--- config.mk ---
export PLATFORM = sky130hd
export DESIGN_NAME = ppds_fifo
export DESIGN_NICKNAME = d
export VERILOG_FILES = /design/src/design/ppds_pkg.sv /design/src/design/ppds_fifo.sv
export SDC_FILE = /design/constraint.sdc
export NUM_CORES = 1
export LEC_CHECK = 0
export BUFFER_PORTS_ARGS = -buffer_cell sky130_fd_sc_hd__buf_2
export CELL_PAD_IN_SITES_DETAIL_PLACEMENT = 1
export CELL_PAD_IN_SITES_GLOBAL_PLACEMENT = 1
export CORE_MARGIN = 2
export CORE_UTILIZATION = 44
export CTS_CLUSTER_DIAMETER = 150
export CTS_CLUSTER_SIZE = 12
export DETAILED_ROUTE_END_ITERATION = 10
export PLACE_DENSITY_LB_ADDON = 0.1
export SLEW_MARGIN = 5
export SYNTH_ARGS = -nofsm -noshare
export SYNTH_HDL_FRONTEND = slang
export SYNTH_SLANG_ARGS = --single-unit
--- constraint.sdc ---
create_clock -name i_clk -period 7.1 [get_ports i_clk]
set_input_delay 0.355 -clock i_clk [delete_from_list [all_inputs] [get_ports i_clk]]
set_output_delay 0.355 -clock i_clk [all_outputs]
set_load 0.1 [all_outputs]
--- src/design/ppds_pkg.sv ---
// ----------------------------------------------------------------------------
// ppds_pkg
// Shared types and constants of the point projection, depth test and shade
// core: configuration record, input point, and the job passed front to back.
// ----------------------------------------------------------------------------
package ppds_pkg;

    // Configuration register indexes
    localparam logic [2:0] REG_ROTATION = 3'd0;
    localparam logic [2:0] REG_ZOOM     = 3'd1;
    localparam logic [2:0] REG_TILT     = 3'd2;
    localparam logic [2:0] REG_LIGHT    = 3'd3;
    localparam logic [2:0] REG_CONTRAST = 3'd4;
    localparam logic [2:0] REG_WIDTH    = 3'd5;
    localparam logic [2:0] REG_HEIGHT   = 3'd6;
    localparam logic [2:0] REG_PALETTE  = 3'd7;

    localparam int CFG_IDX_W  = 3;
    localparam int CFG_DATA_W = 64;

    // Reset values of the registers
    localparam logic [63:0] RST_ROTATION = 64'h4000_0000_4000_0000;
    localparam logic [15:0] RST_ZOOM     = 16'd256;
    localparam logic [15:0] RST_TILT     = 16'd2458;
    localparam logic [31:0] RST_LIGHT    = 32'd751637299;
    localparam logic [15:0] RST_CONTRAST = 16'd5120;
    localparam logic [8:0]  RST_WIDTH    = 9'd80;
    localparam logic [7:0]  RST_HEIGHT   = 8'd24;
    localparam logic [6:0]  RST_PALETTE  = 7'd12;

    // Item kinds
    localparam logic KIND_DRAW  = 1'b0;
    localparam logic KIND_CLEAR = 1'b1;

    // Camera distance 25.0 in Q49
    localparam logic signed [67:0] CAM_DIST = 68'sd25 <<< 49;

    // Front arithmetic chain length and divider length
    localparam int FRONT_STEPS = 8;
    localparam int DIV_STEPS   = 16;
    localparam int QUEUE_DEPTH = 2;

    // Reciprocal depth saturates at or below this Q16 depth
    localparam logic [33:0] SAT_DEPTH = 34'd65536;

    typedef struct packed {
        logic [63:0] rotation;
        logic [15:0] zoom;
        logic [15:0] tilt;
        logic [31:0] light;
        logic [15:0] contrast;
        logic [8:0]  screen_width;
        logic [7:0]  screen_height;
        logic [6:0]  palette_length;
    } t_cfg;

    typedef struct packed {
        logic               kind;
        logic signed [15:0] point_x;
        logic signed [15:0] point_y;
        logic signed [15:0] point_z;
        logic signed [15:0] normal_x;
        logic signed [15:0] normal_y;
        logic signed [15:0] normal_z;
    } t_point;

    // Classified item handed to the back end
    typedef struct packed {
        logic               kind;
        logic               fz_pos;
        logic [33:0]        fz16;
        logic signed [22:0] rx8;
        logic signed [25:0] fy8;
        logic [5:0]         level;
    } t_job;

endpackage

--- src/design/ppds_fifo.sv ---
// ----------------------------------------------------------------------------
// ppds_fifo
// Short job queue between the front end and the back end.
// ----------------------------------------------------------------------------
module ppds_fifo (
    input  logic           i_clk,
    input  logic           i_rst_n,
    input  logic           i_push,
    input  ppds_pkg::t_job i_data,
    output logic           o_full,
    input  logic           i_pop,
    output ppds_pkg::t_job o_data,
    output logic           o_empty
);
    import ppds_pkg::*;

    localparam int PW = $clog2(QUEUE_DEPTH);

    t_job          r_slot [QUEUE_DEPTH];
    logic [PW-1:0] r_wptr;
    logic [PW-1:0] r_rptr;
    logic [PW:0]   r_count;

    // Store pushed jobs
    always_ff @(posedge i_clk) begin
        if (i_push) begin
            r_slot[r_wptr] <= i_data;
        end
    end

    // Advance pointers and count
    always_ff @(posedge i_clk) begin
        if (!i_rst_n) begin
            r_wptr  <= '0;
            r_rptr  <= '0;
            r_count <= '0;
        end else begin
            if (i_push) begin
                r_wptr <= (r_wptr == PW'(QUEUE_DEPTH - 1)) ? '0 : r_wptr + 1'b1;
            end
            if (i_pop) begin
                r_rptr <= (r_rptr == PW'(QUEUE_DEPTH - 1)) ? '0 : r_rptr + 1'b1;
            end
            if (i_push && !i_pop) begin
                r_count <= r_count + 1'b1;
            end else if (i_pop && !i_push) begin
                r_count <= r_count - 1'b1;
            end
        end
    end

    assign o_full  = (r_count == (PW+1)'(QUEUE_DEPTH));
    assign o_empty = (r_count == '0);
    assign o_data  = r_slot[r_rptr];

endmodule

==> results.yml <==
route:
  ant_nets: 0
  drtIter0Drc: 183
  post_drt_wl_per_cell_um: 18.8
  drcViolationCount: 0
  routed_wl_um: 13300
  via_per_inst: 4.86
  dr_total_vias: 3436
  first_pass_iters: 4
synthesis:
  synth_top_area_cell: "edfxtp_1"
  synth_flop_cell: "edfxtp_1"
  ys_warn_count: 0
  synthArstFlopShare: 0
  yosysMostFrequentCell: "edfxtp_1"
  synthCells: 305
  syn_nets: 401
  ys_ff_latch: 187
  synth_top_area_frac: 0.802
  synth_enable_flop_cells: 182
  syn_avg_cell_area_um2: 22.4
  yosysSeqAreaShare: 0.816
  netlist_area_mm2: 0.00682
  synth_area_leaders: "edfxtp_1 80%, mux2_2 15%, buf_6 1.5%"
  synth.distinct_cells: 17
  synth_common_cells: "182 x edfxtp_1, 91 x mux2_2, 9 x buf_6"
cts:
  ctsHoldBuffers: 0
  cts-resized-gates: 0
  cts_tree: "done"
  ctsLongestPathBuffers: 2
  cts_sinks: 187
  cts_setup_buffers: 0
  clkTransAtPathRegs_ns: 0.07
  clock_latency_ns: 0.42
  clockRootBuffer: "clkbuf_16"
  cts_buffers: 17
  cts_max_level: 4
sta:
  relSlewSlack: 0.493
  min_period_ns: 2.93
  holdWs_ns: 0.118
  rsz0062_at_grt: "false"
  worst_pin_slew_ns: 0.761
  fmax_mhz: 341
  fin_crit_sh: 0.413
  setup_viol: 0
  finalSetupTns_ns: 0
  hold_violations: 0
  skew_ns: 0.00483
  slew_viol_final: 0
place:
  hpwl_um: 8380
  port_buffers: 187
  gp_congestion: 0.706
critical_path:
  worstPathMaxFanout: 55
  arrival_ns: 2.58
  critPathTopFamily: "buffers and inverters"
  path_buf_inv: 2
  cp.required_ns: 6.74
  crit_chain: "buf_4 > mux2_2 > buf_2"
  crit_path_max_incr_delay_ns: 0.68
  slowest_stage: "buf_4"
  endpoint_kind: "primary output"
  path_class: "reg -> out"
  cp-start-kind: "flop"
final_layout:
  fin_util: 0.568
  nNetsFinal: 601
  seqCellArea_mm2: 0.00557
  multi_input_area_mm2: 0.00115
  area_delta_synth_final_pct: 26.1
  num-fill-cells: 1377
  layout-drive-gt1-share: 0.612
power_and_ir_drop:
  power_density_mw_per_mm2: 345
  leakage_nw: 3.23
  ir_worst_vdd_v: 0.000168
global_routing:
  overflow: 0
  grt_max_degree: 56
  grt_pass1_wl_um: 19600
  track_usage: 0.163
  grt_pass1_vias: 3652
  antenna_found_initial: 1
floorplanning:
  start_util: 0.450
  die-area_mm2: 0.0165
  io_pins: 188
  rows: 45
  dieWidth_um: 128
  die_h_um: 128
  coreArea_mm2: 0.0151
status:
  status: "completed"
run:
  cap_violations: 0
hold_path:
  hold_path.class: "in -> reg"
stage by stage:
step	worst slack [ns]	total power [mW]	instance area, µm²	std cells
4_1_cts	4.09	3.00	8590	706
5_1_grt	4.00	3.06	8590	706
2_1_floorplan	2.19	1.84	6820	305
3_5_place_dp	4.57	1.94	7920	674
6_report	4.17	2.97	8600	707
3_3_place_gp	4.59	1.93	7920	674
worst reg2reg max path: stages (launching register included):
cell,delay [ns]
dfxtp_1,0.39
and2_4,0.55
buf_4,0.67
per-layer routing:
layer | track usage | wire (µm)
met1 | 0.197 | 5480
met5 | 0 | 0
met2 | 0.262 | 6670
met3 | 0.0678 | 1000
met4 | 0.0627 | 171
cells in the final DEF (no fill, tap or decap):
cell	netlist	routed
buf_2	0	187
edfxtp_1	182	182
mux2_2	91	91
clkbuf_16	0	17
bufinv_16	0	6
buf_4	1	4
dfxtp_1	5	4
and2_1	4	3
xor2_1	2	2
clkinvlp_4	0	2
clkinv_2	0	2
inv_6	0	2
clkinv_4	0	2
diode_2	0	1
and2b_2	1	1
nor2_1	1	1
inv_1	1	1
and2_4	0	1
nor2b_4	0	1
xnor2_1	1	1
nor2b_1	2	1
o21a_1	1	1
o21ai_0	1	1
or3_1	1	1
a21boi_1	1	1
ha_1	1	1
dfxtp_4	0	1
clkinv_1	0	1
registers in the layout, summed over array words and instances (netlist names), named ones only:
| signal | cells |
|---|---|
| r_wptr | 1 |
| r_slot | 182 |
| r_rptr | 1 |
| r_count | 2 |
area by class of cell:
class	count	share of cell area
flip-flops and latches	187	0.648
multi-input cells	107	0.134
repair buffers	191	0.112
clock buffers	17	0.0495
clock inverters	15	0.0284
well taps	188	0.0274
inverters	1	0.000437
diodes	1	0.000291
kinds of logic after synthesis:
| kind of cell | after synthesis | share of synthesized area |
|---|---|---|
| adders and majority gates | 1 | 0.00183 |
| DFF | 187 | 0.816 |
| buffers and inverters | 11 | 0.0165 |
| and+or+nand+nor | 9 | 0.00826 |
| AOI/OAI and AO/OA | 3 | 0.00294 |
| xor gates and xnor gates | 3 | 0.00385 |
| muxes | 91 | 0.150 |
power by group:
part	leakage [nW]	switching (mW)	internal [mW]
registers	1.75	0.0228	1.28
logic	1.16	0.500	0.115
clock network	0.321	0.394	0.661
total	3.23	0.917	2.05
worst paths after layout:
check | from | to | slack (ns) | depth (start not counted)
max | flop | o_data[32] | 4.17 | 3
min | i_data[62] | r_slot[1][62] | 0.12 | 1
max reg2reg | r_wptr | r_slot[1][83] | 5.09 | 2
min reg2reg | r_count[1] | r_count[1] | 0.52 | 2
Note: power is estimated with default switching activity, not from simulation.
